==> src/sv/mfb_pkg.sv <==
// Shared types and constants for the monochrome frame store blit engine.
// Depends on nothing; the frame memory, cursor, top level and testbench import it.
package mfb_pkg;

   localparam int SCREEN_WIDTH_DEF   = 792;
   localparam int SCREEN_HEIGHT_DEF  = 272;
   localparam int HALF_ROW_BYTES_DEF = 50;

   localparam int CSR_INDEX_W = 3;
   localparam int CSR_DATA_W  = 11;

   localparam logic [CSR_INDEX_W-1:0] CSR_RECT_X_START    = 3'd0;
   localparam logic [CSR_INDEX_W-1:0] CSR_RECT_Y_START    = 3'd1;
   localparam logic [CSR_INDEX_W-1:0] CSR_RECT_WIDTH      = 3'd2;
   localparam logic [CSR_INDEX_W-1:0] CSR_RECT_HEIGHT     = 3'd3;
   localparam logic [CSR_INDEX_W-1:0] CSR_ROW_PAD         = 3'd4;
   localparam logic [CSR_INDEX_W-1:0] CSR_BYTE_ORDER_BIG  = 3'd5;
   localparam logic [CSR_INDEX_W-1:0] CSR_LIGHT_THRESHOLD = 3'd6;

   localparam logic [9:0] RECT_WIDTH_RESET      = 10'd792;
   localparam logic [8:0] RECT_HEIGHT_RESET     = 9'd272;
   localparam logic [9:0] LIGHT_THRESHOLD_RESET = 10'd382;
   localparam logic [7:0] WHITE_BYTE            = 8'hFF;

   typedef enum logic [1:0] {
      KIND_BLIT    = 2'd0,
      KIND_PLOT    = 2'd1,
      KIND_READ    = 2'd2,
      KIND_RESTART = 2'd3
   } kind_type;

   typedef struct packed {
      logic [9:0] rect_width;
      logic [8:0] rect_height;
      logic [9:0] row_pad;
   } cursor_cfg_type;

   typedef struct packed {
      logic step;
      logic restart;
   } cursor_ctrl_type;

   typedef struct packed {
      logic [9:0] column;
      logic [8:0] row;
      logic [9:0] pad_left;
   } cursor_state_type;

endpackage

==> src/sv/mfb_cursor.sv <==
// Blit cursor: walks the rectangle column by column, row by row, and counts
// the padding words skipped after each row. Depends on mfb_pkg.
module mfb_cursor (
   input  logic                     clock,
   input  logic                     reset,
   input  mfb_pkg::cursor_cfg_type   cfg,
   input  mfb_pkg::cursor_ctrl_type  ctrl,
   output mfb_pkg::cursor_state_type state
);
   import mfb_pkg::*;

   cursor_state_type cur_ff, cur_in;
   logic [9:0] width_eff;
   logic [8:0] height_eff;
   logic [9:0] col_next;
   logic [8:0] row_next;

   // A zero size behaves as one.
   assign width_eff  = (cfg.rect_width == '0) ? 10'd1 : cfg.rect_width;
   assign height_eff = (cfg.rect_height == '0) ? 9'd1 : cfg.rect_height;
   assign col_next   = cur_ff.column + 1'b1;
   assign row_next   = cur_ff.row + 1'b1;

   always_comb begin
      cur_in = cur_ff;
      if (ctrl.restart) begin
         cur_in = '0;
      end else if (ctrl.step) begin
         if (cur_ff.pad_left != '0) begin
            cur_in.pad_left = cur_ff.pad_left - 1'b1;
         end else if (col_next >= width_eff || col_next == '0) begin
            cur_in.column   = '0;
            cur_in.row      = row_next;
            cur_in.pad_left = cfg.row_pad;
            if (row_next >= height_eff || row_next == '0) begin
               cur_in.row      = '0;
               cur_in.pad_left = '0;
            end
         end else begin
            cur_in.column = col_next;
         end
      end
   end

   always_ff @(posedge clock) begin
      if (reset) begin
         cur_ff <= '0;
      end else begin
         cur_ff <= cur_in;
      end
   end

   assign state = cur_ff;
endmodule

==> config.mk <==
export PLATFORM = sky130hd
export DESIGN_NAME = mfb_cursor
export DESIGN_NICKNAME = d
export VERILOG_FILES = /design/src/sv/mfb_pkg.sv /design/src/sv/mfb_cursor.sv
export SDC_FILE = /design/constraint.sdc
export NUM_CORES = 1
export LEC_CHECK = 0
export ABC_AREA = 1
export BUFFER_PORTS_ARGS = -buffer_cell sky130_fd_sc_hd__buf_4
export CELL_PAD_IN_SITES_DETAIL_PLACEMENT = 0
export CELL_PAD_IN_SITES_GLOBAL_PLACEMENT = 1
export CORE_ASPECT_RATIO = 0.75
export CORE_MARGIN = 5
export CORE_UTILIZATION = 34
export CTS_BUF_LIST = sky130_fd_sc_hd__clkbuf_8 sky130_fd_sc_hd__clkbuf_16
export CTS_CLUSTER_DIAMETER = 150
export CTS_CLUSTER_SIZE = 20
export DETAILED_ROUTE_END_ITERATION = 10
export GPL_TIMING_DRIVEN = 0
export PLACE_DENSITY_LB_ADDON = 0.1
export SETUP_SLACK_MARGIN = 0.5
export SLEW_MARGIN = 10
export SYNTH_ARGS = -nofsm -noshare
export SYNTH_HDL_FRONTEND = slang
export SYNTH_SLANG_ARGS = --single-unit
==> constraint.sdc <==
create_clock -name clock -period 2.35 [get_ports clock]
set_input_delay 0.47 -clock clock [delete_from_list [all_inputs] [get_ports clock]]
set_output_delay 0.47 -clock clock [all_outputs]
set_load 0.05 [all_outputs]
==> results of run 1 <==
[critical path, stage by stage (launching register included)]
cell and delay (ps):
sky130_fd_sc_hd__dfxtp_4 360, sky130_fd_sc_hd__ha_4 180, sky130_fd_sc_hd__nand3_2 80, sky130_fd_sc_hd__inv_2 40, sky130_fd_sc_hd__nand2_1 50, sky130_fd_sc_hd__nand2_1 80
sky130_fd_sc_hd__buf_4 140, sky130_fd_sc_hd__buf_4 120, sky130_fd_sc_hd__buf_4 120, sky130_fd_sc_hd__buf_4 120, sky130_fd_sc_hd__buf_4 120, sky130_fd_sc_hd__buf_4 120
sky130_fd_sc_hd__buf_4 120, sky130_fd_sc_hd__buf_4 120, sky130_fd_sc_hd__buf_4 120, sky130_fd_sc_hd__buf_4 120, sky130_fd_sc_hd__nand3_1 60, sky130_fd_sc_hd__o21ai_0 150
sky130_fd_sc_hd__nor2_4 130
[through the flow]
| step | setup slack [ps] | hold WS (ps) | total power [mW] | instance area (µm²) | cells |
|---|---|---|---|---|---|
| after CTS | -17.9 | 500 | 3.93 | 3700 | 602 |
| after floorplan | 47.7 | 569 | 2.66 | 2730 | 408 |
| after global routing | -232 | 509 | 4.54 | 3880 | 607 |
| final | -63.5 | 498 | 4.12 | 3880 | 607 |
| after global placement | -183 | 485 | 3.28 | 3310 | 570 |
| after detailed placement | -189 | 488 | 3.28 | 3310 | 570 |
[worst paths after layout]
kind,endpoint,slack (ps),cells after the start
max,state[27]$_SDFFE_PP0P_,-60,18
min,state[17]$_SDFFE_PP0P_,500,2
max reg2reg,state[27]$_SDFFE_PP0P_,-60,18
min reg2reg,state[17]$_SDFFE_PP0P_,500,2
[metal layers]
| metal | global-route usage | vias up | wire (µm) |
|---|---|---|---|
| met1 | 0.233 | 1258 | 3970 |
| met4 | 0.0134 | 0 | 19 |
| met3 | 0.0371 | 2 | 365 |
| met5 | 0 | - | 0 |
| li1 | - | 1501 | - |
| met2 | 0.276 | 54 | 3510 |
[logic make-up (layout without fill, tap and decap cells)]
| kind of cell | Yosys count | count (layout) | synth area share |
|---|---|---|---|
| and+or+nand+nor | 247 | 248 | 0.451 |
| buffers and inverters | 61 | 158 | 0.100 |
| AOI/OAI and AO/OA | 42 | 42 | 0.0892 |
| DFF | 29 | 29 | 0.225 |
| adders and majority gates | 23 | 23 | 0.112 |
| xor gates and xnor gates | 6 | 6 | 0.0233 |
[layout make-up]
type                       count  share of cell area
clock buffer                   6              0.0213
tap                          101              0.0326
clock inverter                 2             0.00193
multi-input combinational    319               0.530
timing repair buffer          89               0.182
inverter                      53              0.0513
buffer                         8              0.0200
sequential                    29               0.161
[power breakdown]
part	total, mW	switching [mW]	internal (mW)
logic	2.95	1.84	1.11
clock network	0.423	0.192	0.230
registers	0.741	0.136	0.605
[cell usage in the layout, fill, tap and decap left out, types with 2 or more instances in the layout]
master,count
sky130_fd_sc_hd__buf_4,84
sky130_fd_sc_hd__nor2_4,10
sky130_fd_sc_hd__dfxtp_1,12
sky130_fd_sc_hd__buf_6,6
sky130_fd_sc_hd__clkbuf_8,6
sky130_fd_sc_hd__buf_12,2
sky130_fd_sc_hd__nor4_1,4
sky130_fd_sc_hd__nand4_1,8
sky130_fd_sc_hd__nand2_1,96
sky130_fd_sc_hd__a21oi_2,2
sky130_fd_sc_hd__a21oi_1,8
sky130_fd_sc_hd__xor2_1,5
sky130_fd_sc_hd__dfxtp_4,9
sky130_fd_sc_hd__nor3_1,3
sky130_fd_sc_hd__nand2_2,20
sky130_fd_sc_hd__o21bai_1,2
sky130_fd_sc_hd__nand3b_1,6
sky130_fd_sc_hd__inv_2,4
sky130_fd_sc_hd__buf_8,2
sky130_fd_sc_hd__o21ai_0,12
sky130_fd_sc_hd__ha_4,8
sky130_fd_sc_hd__o21ai_2,4
sky130_fd_sc_hd__inv_1,51
sky130_fd_sc_hd__nand3_1,19
sky130_fd_sc_hd__dfxtp_2,8
sky130_fd_sc_hd__nor2_2,12
sky130_fd_sc_hd__ha_1,15
sky130_fd_sc_hd__nand2_4,8
sky130_fd_sc_hd__o21ai_1,10
sky130_fd_sc_hd__nand3_2,10
sky130_fd_sc_hd__buf_2,2
sky130_fd_sc_hd__nor2_1,47
[what timing repair did]
| action | 4_1_cts | 5_1_grt |
|---|---|---|
| buffers inserted | 23 | 4 |
| cloned | 1 | 1 |
| hold buffers | 0 | 0 |
| endpoints found under the setup margin | 29 | 29 |
| resized for setup | 23 | 37 |
| pin swaps | 17 | 27 |
==> qor.yml, run 1 <==
floorplanning:
  overall_die_height_um: 85.4
  die_width_um: 111
  die_area_um2: 9450
  coreArea_um2: 7360
  floorplan.initialDensity: 0.350
  row_count: 27
  top_level_ports: 62
drt:
  drtIter0Drc: 125
  drt_wl_total_um: 7870
  wl_per_cell_um: 13.0
  detail_route.first_pass.iterations: 5
  routed_via_density: 4.64
  ant_nets_after_route: 0
  post-route-drc-count: 0
  route.vias.total: 2815
worst_setup_path:
  critical_path_class: "reg -> reg"
  critical_path.max_fanout: 3
  start_kind: "flip-flop"
  setup.worst_path.end_class: "flip-flop"
  r2r_start: "state[20]$_SDFFE_PP0P_"
  worst_ep_arrival_time_ps: 2620
  worst-endpoint-required_ps: 2550
  cp-startpoint: "state[20]$_SDFFE_PP0P_"
min_path:
  worstHoldPathType: "reg -> reg"
  hold_path_startpoint: "state[17]$_SDFFE_PP0P_"
synthesis:
  synth_flop_cell: "sky130_fd_sc_hd__dfxtp_1"
  ys_warn_count: 0
  post_synth_instance_area_um2: 2580
  yosys_register_bits: 29
  post_synthesis_cell_count: 408
  synth_cell_types: 34
  top_cell_type_s_share_of_synthesized_area: 0.225
  post-synth-top-count-cell: "sky130_fd_sc_hd__nand2_1"
  synth_nets: 464
  synthDominantAreaCellType: "sky130_fd_sc_hd__dfxtp_1"
  fraction_of_synthesis_flops_using_an_asynchronous_set_or_reset_pin: 0
  post_synth_most_frequent_cells: "sky130_fd_sc_hd__nand2_1, sky130_fd_sc_hd__nor2_1, sky130_fd_sc_hd__inv_1"
  seq_area_frac_synth: 0.225
  synth_area_leaders: "sky130_fd_sc_hd__dfxtp_1, sky130_fd_sc_hd__nand2_1, sky130_fd_sc_hd__ha_1"
  count_of_flip_flops_with_a_built_in_enable_after_synthesis: 0
  postSynthAreaPerCell_um2: 6.32
cts:
  clock_tree.buffer_depth: 2
  cts_tree: "yes"
  clkLatencyLatePin_ps: 270
  clkSinkCount: 29
  clk_pin_slew_worst_paths_ps: 60
  cts_made_buffers: 5
  h-tree-depth: 2
  clock_tree.root_cell: "sky130_fd_sc_hd__clkbuf_8"
power_and_ir_drop:
  lkg_pwr_nw: 1.92
  cellPowerDensity_nw_per_um2: 1060
  vdd.ir_drop.worst_mv: 0.439
finish:
  sequential_cell_area_um2: 624
  multi_input_logic_area_um2: 2060
  n_fill_cell: 771
  finish.utilization: 0.527
  antenna_cells: 0
  flow.area_growth_from_synthesis_pct: 50.4
  largest_reg_flops: 29
  nNetsFinal: 561
  final_layout_size_suffix_gt1_frac: 0.405
global_routing:
  grt_antenna_before_repair: 0
  grt_start_max_net_pins: 11
  grt_first_pass_wirelength_um: 13300
  grt.total_usage: 0.167
  overflow: 0
  grt_pass1_vias: 2739
sta:
  rsz0062_at_grt: "true"
  timing_hold_violations_final: 0
  finalWorstPathRequiredPeriod_ps: 2410
  slew_headroom: 0.508
  fin_tns_setup_ps: -549
  setup_ws_ps: -63.5
  finalSetupViolations: 19
  finalClockSkew_ps: 5.01
  fmax_ghz: 0.414
  max_slew.worst_pin.slew_ps: 738
  slew_violations: 0
  period_utilisation_layout: 1.03
status:
  violations: "negative setup slack"
  status: "finished with violations"
placed_design:
  number_of_port_buffers: 61
  dpl.hpwl_um: 5680
  place.gp.congestion: 0.830
run:
  timing.max_cap.violations: 0
No activity file was read; power rests on OpenSTA's default activity.
==> inputs of run 2 (changes only) <==
==> constraint.sdc (replaced) <==
create_clock -name clock -period 2.35 [get_ports clock]
set_input_delay 0.47 -clock clock [delete_from_list [all_inputs] [get_ports clock]]
set_output_delay 0.47 -clock clock [all_outputs]
set_load 0.02 [all_outputs]
==> run 2 against run 1 <==
Net effect: the run still ends with negative setup slack left; highest routed layer unchanged; critical endpoint is now state[9]$_SDFFE_PP0P_; global-route usage down 0.27 points; critical path depth did not move; largest power group unchanged; die area stayed put.
==> qor.yml, run 2 (same netlist as run 1, synthesis figures left out) <==
drt:
  ant_nets_after_route: 0
  post-route-drc-count: 0
  drtIter0Drc: 97
  routed_via_density: 4.64
  drt_wl_total_um: 7590
  wl_per_cell_um: 12.6
  route.vias.total: 2800
  detail_route.first_pass.iterations: 4
cts:
  clkLatencyLatePin_ps: 280
  cts_made_buffers: 5
  h-tree-depth: 2
  clk_pin_slew_worst_paths_ps: 70
  clock_tree.root_cell: "sky130_fd_sc_hd__clkbuf_8"
  clkSinkCount: 29
  clock_tree.buffer_depth: 2
  cts_tree: "yes"
floorplanning:
  row_count: 27
  overall_die_height_um: 85.4
  die_width_um: 111
  coreArea_um2: 7360
  floorplan.initialDensity: 0.350
  top_level_ports: 62
  die_area_um2: 9450
sta:
  timing_hold_violations_final: 0
  rsz0062_at_grt: "true"
  period_utilisation_layout: 1.02
  fmax_ghz: 0.418
  finalSetupViolations: 10
  fin_tns_setup_ps: -212
  setup_ws_ps: -40.1
  finalClockSkew_ps: 7.82
  slew_violations: 0
  max_slew.worst_pin.slew_ps: 684
  slew_headroom: 0.544
  finalWorstPathRequiredPeriod_ps: 2390
power_and_ir_drop:
  clkPwrFrac: 0.142
  intPower_mw: 2.00
  p_seq_frac: 0.189
  lkg_pwr_nw: 1.90
  p_sw_mw: 1.91
  power_switching_share: 0.488
  cellPowerDensity_nw_per_um2: 1030
  vdd.ir_drop.worst_mv: 0.491
  comb_power_share: 0.669
finish:
  largest_reg_flops: 29
  mostFrequentLayoutCell: "sky130_fd_sc_hd__nand2_1"
  nNetsFinal: 557
  sequential_cell_area_um2: 614
  final_layout_size_suffix_gt1_frac: 0.371
  n_fill_cell: 768
  finish.utilization: 0.513
  mostFrequentLayoutCells: "sky130_fd_sc_hd__nand2_1, sky130_fd_sc_hd__buf_4, sky130_fd_sc_hd__inv_1"
  multi_input_logic_area_um2: 1990
  antenna_cells: 0
  flow.area_growth_from_synthesis_pct: 46.5
worst_setup_path:
  worst_ep_arrival_time_ps: 2570
  critical_path_class: "reg -> reg"
  cp-startpoint: "state[21]$_SDFFE_PP0P_"
  critPathSlowestCell: "sky130_fd_sc_hd__dfxtp_4"
  worstPathBufferInverterCount: 2
  critical_path.max_stage_delay_ps: 350
  gate_family_responsible_for_the_most_delay_along_the_worst_path: "simple AND/OR/NAND/NOR gates"
  start_kind: "flip-flop"
  setup.worst_path.end_class: "flip-flop"
  crit_path_cell_trace: "buf_6, nand2_4, nor2_4, nand3_2, nand2_1, nand2_1, ha_1, nand2_2, o21ai_1, nor2_1, nand2_1, nor2_2, nand3_2, nand2_4, buf_6, nand2_1, nand2_1, nor2_1"
  r2r_start: "state[21]$_SDFFE_PP0P_"
  worst-endpoint-required_ps: 2530
  crit_top_cell: "sky130_fd_sc_hd__nand2_1"
  critical_path.max_fanout: 7
placed_design:
  number_of_port_buffers: 61
  place.gp.congestion: 0.854
  dpl.hpwl_um: 5800
global_routing:
  grt_first_pass_wirelength_um: 13000
  grt_antenna_before_repair: 0
  grt.total_usage: 0.165
  grt_pass1_vias: 2698
  grt_start_max_net_pins: 11
  overflow: 0
run:
  timing.max_cap.violations: 0
min_path:
  worstHoldPathType: "reg -> reg"
  hold_path_startpoint: "state[18]$_SDFFE_PP0P_"
status:
  violations: "negative setup slack"
  status: "finished with violations"
run 2: worst min-delay path, cell delays in order, from the launching register on:
cell                      delay (ps)
sky130_fd_sc_hd__dfxtp_1         330
sky130_fd_sc_hd__nand3_1          80
sky130_fd_sc_hd__nand2_1          50
run 2: final cells by class:
| class | instances | share of cell area |
|---|---|---|
| multi-input combinational | 318 | 0.526 |
| timing repair buffer | 86 | 0.175 |
| buffer | 8 | 0.0195 |
| clock buffer | 6 | 0.0218 |
| inverter | 53 | 0.0526 |
| tap | 101 | 0.0334 |
| clock inverter | 2 | 0.00894 |
| sequential | 29 | 0.163 |
run 2: routing by layer:
metal	wire length [µm]	global-route usage	vias up
met5	0	0	-
met3	292	0.0328	5
met4	42	0.0336	0
met1	4030	0.234	1246
met2	3230	0.258	51
li1	-	-	1498
run 2: through the flow:
| stage | hold slack (ps) | cells | cell area, µm² | setup slack (ps) | total power, mW |
|---|---|---|---|---|---|
| floorplan | 523 | 408 | 2720 | 135 | 2.44 |
| global placement | 492 | 570 | 3300 | -272 | 3.04 |
| detailed placement | 496 | 570 | 3300 | -278 | 3.04 |
| CTS | 504 | 602 | 3710 | -26.7 | 3.84 |
| global route | 525 | 603 | 3780 | -219 | 4.31 |
| finish | 504 | 603 | 3780 | -40.1 | 3.91 |
run 2: final timing paths:
| kind | end | slack [ps] | depth (start not counted) |
|---|---|---|---|
| worst min-delay path | state[18]$_SDFFE_PP0P_ | 500 | 2 |
| worst min register to register | state[18]$_SDFFE_PP0P_ | 500 | 2 |
| worst max-delay path | state[9]$_SDFFE_PP0P_ | -40 | 18 |
| worst max register to register | state[9]$_SDFFE_PP0P_ | -40 | 18 |
run 2: what timing repair did:
| action | 4_1_cts | 5_1_grt |
|---|---|---|
| endpoints found under the setup margin | 29 | 29 |
| setup buffers | 23 | 1 |
| pin swaps | 30 | 15 |
| resized for setup | 24 | 20 |
| cloned | 1 | 0 |
| hold buffers | 0 | 0 |
run 2: power groups by stage:
stage	registers (mW)	clock network, mW	logic [mW]
floorplan	0.842	0	1.60
global placement	0.752	0	2.29
detailed placement	0.755	0	2.29
CTS	0.736	0.563	2.54
global route	0.757	0.582	2.97
finish	0.739	0.554	2.62
==> inputs of run 3 (changes only) <==
--- a/config.mk
+++ b/config.mk
@@ -18,6 +18,7 @@
 export DETAILED_ROUTE_END_ITERATION = 10
 export GPL_TIMING_DRIVEN = 0
 export PLACE_DENSITY_LB_ADDON = 0.1
+export REMOVE_ABC_BUFFERS = 1
 export SETUP_SLACK_MARGIN = 0.5
 export SLEW_MARGIN = 10
 export SYNTH_ARGS = -nofsm -noshare
==> run 3 against run 2 <==
Net effect: the flow still finishes with violations (negative setup slack); power increased by 5.3%; global-route usage increased by 1.5 points; clock power decreased by 26%; largest cell class unchanged.
==> qor.yml, run 3 (same netlist as run 1, synthesis figures left out) <==
status:
  status: "finished with violations"
  violations: "negative setup slack"
finish:
  n_fill_cell: 756
  stdcell_count: 615
  antenna_cells: 0
  flow.area_growth_from_synthesis_pct: 54.7
  final_layout_size_suffix_gt1_frac: 0.401
  sequential_cell_area_um2: 619
  largest_reg_flops: 29
  nNetsFinal: 569
  layout.cell_area.non_filler_um2: 3990
  mostFrequentLayoutCells: "sky130_fd_sc_hd__nand2_1, sky130_fd_sc_hd__buf_4, sky130_fd_sc_hd__nor2_1"
  multi_input_logic_area_um2: 2170
cts:
  post_cts_hold_buffer_count: 0
  clk_pin_slew_worst_paths_ps: 70
  clkSinkCount: 29
  clock_tree.root_cell: "sky130_fd_sc_hd__clkbuf_8"
  clock_tree.buffer_depth: 2
  h-tree-depth: 2
  cts_made_buffers: 5
  clkLatencyLatePin_ps: 280
  cts_tree: "yes"
global_routing:
  grt_pass1_vias: 2901
  overflow: 0
  grt_antenna_before_repair: 0
  grt_first_pass_wirelength_um: 14100
  grt_start_max_net_pins: 19
  grt.total_usage: 0.179
drt:
  top_layer_used: "met4"
  drt_wl_total_um: 8470
  routed_via_density: 4.75
  met2_wirelength_um: 3880
  route.vias.total: 2921
  post-route-drc-count: 0
  drtIter0Drc: 120
  wl_per_cell_um: 13.8
  detail_route.wirelength.met1_um: 4270
  ant_nets_after_route: 0
  dr_wl_met3_um: 261
  detail_route.first_pass.iterations: 4
worst_setup_path:
  worst-endpoint-required_ps: 2550
  worst_ep_arrival_time_ps: 2600
  critical_path.max_fanout: 3
  length_in_cells_of_the_worst_reg_to_reg_path: 15
  r2r_slack_ps: -50
  worstReg2RegEnd: "state[11]$_SDFFE_PP0P_"
  r2r_start: "state[10]$_SDFFE_PP0P_"
  start_kind: "flip-flop"
  critical_path_class: "reg -> reg"
  setup.worst_path.end_class: "flip-flop"
sta:
  timing_hold_violations_final: 0
  finalSetupViolations: 12
  finalClockSkew_ps: 11.0
  fmax_ghz: 0.417
  slew_violations: 0
  period_utilisation_layout: 1.02
  rsz0062_at_grt: "true"
  finalWorstPathRequiredPeriod_ps: 2400
  slew_headroom: 0.746
  setup_ws_ps: -50.8
  max_slew.worst_pin.slew_ps: 380
run:
  timing.max_cap.violations: 0
min_path:
  worstHoldPathType: "in -> reg"
  hold_path_startpoint: "reset"
  min_delay_worst_endpoint: "state[1]$_SDFFE_PP0P_"
  hold_path_depth: 4
power_and_ir_drop:
  vdd.ir_drop.worst_mv: 0.562
  cellPowerDensity_nw_per_um2: 1030
  lkg_pwr_nw: 1.97
placed_design:
  dpl.hpwl_um: 5620
  dpl.cell_count: 563
  placement.cell_area_um2: 3120
  number_of_port_buffers: 61
  place.gp.congestion: 0.811
floorplanning:
  die_width_um: 111
  die_area_um2: 9450
  overall_die_height_um: 85.4
  coreArea_um2: 7360
  row_count: 27
  top_level_ports: 62
  floorplan.initialDensity: 0.350
[run 3: changes by cell type in the layout (fill, tap and decap cells not counted), sizes merged]
cell,previous run,this run
nand2,124,129
bufinv,1,0
clkbuf,6,5
buf,94,101
clkinv,0,2
[run 3: critical path, stage by stage (launching register included)]
cell	delay [ps]
sky130_fd_sc_hd__dfxtp_4	370
sky130_fd_sc_hd__ha_4	140
sky130_fd_sc_hd__nand2_4	60
sky130_fd_sc_hd__nor2_4	160
sky130_fd_sc_hd__nand2_1	70
sky130_fd_sc_hd__nand2_1	70
sky130_fd_sc_hd__nand2_2	90
sky130_fd_sc_hd__ha_4	250
sky130_fd_sc_hd__a21o_1	150
sky130_fd_sc_hd__nor2_1	110
sky130_fd_sc_hd__nand3_1	120
sky130_fd_sc_hd__a21oi_4	240
sky130_fd_sc_hd__buf_4	150
sky130_fd_sc_hd__buf_4	100
sky130_fd_sc_hd__nand3_1	60
sky130_fd_sc_hd__o21ai_1	140
[run 3: report_power, final]
| part | total (mW) | switching, mW | internal, mW |
|---|---|---|---|
| sequential | 0.737 | 0.133 | 0.604 |
| combinational | 2.97 | 1.76 | 1.21 |
| clock | 0.411 | 0.210 | 0.201 |
[run 3: how the worst max path moves through the flow]
stage	startpoint	endpoint	slack [ps]	cells after the start
6_report	state[10]$_SDFFE_PP0P_	state[11]$_SDFFE_PP0P_	-50	15
5_1_grt	state[10]$_SDFFE_PP0P_	state[15]$_SDFFE_PP0P_	-200	15
4_1_cts	state[12]$_SDFFE_PP0P_	state[7]$_SDFFE_PP0P_	20	15
3_5_place_dp	state[19]$_SDFFE_PP0P_	state[8]$_SDFFE_PP0P_	-520	17
3_3_place_gp	state[19]$_SDFFE_PP0P_	state[19]$_SDFFE_PP0P_	-550	16
2_1_floorplan	state[10]$_SDFFE_PP0P_	state[1]$_SDFFE_PP0P_	-170	15
[run 3: per-layer routing]
metal,up-vias,global-route usage
met5,-,0
met4,0,0.0369
met1,1344,0.248
li1,1526,-
met3,5,0.0314
met2,46,0.294
[run 3: final cells by class]
cell class	count	share of cell area
well taps	101	0.0317
inverters	53	0.0498
flip-flops and latches	29	0.155
repair buffers	101	0.198
clock buffers	5	0.0172
multi-input cells	323	0.545
clock inverters	3	0.00345
[run 3: metrics by stage]
step                      setup WS [ps]  utilization  hold WS, ps  total power [mW]  setup TNS (ps)
after global routing               -203        0.542          493              4.53           -3090
after CTS                          23.6        0.523          483              3.88               0
final                             -50.8        0.542          485              4.12            -177
after detailed placement           -524        0.424          494              2.86          -13860
after global placement             -553        0.422          493              2.84          -14670
after floorplan                    -170            -          567              2.28           -3080
[run 3: timing repair]
item | in CTS | in global routing
buffers inserted | 34 | 5
setup endpoints to repair | 29 | 29
cloned | 5 | 0
gates resized for setup | 79 | 22
pin swaps | 39 | 16
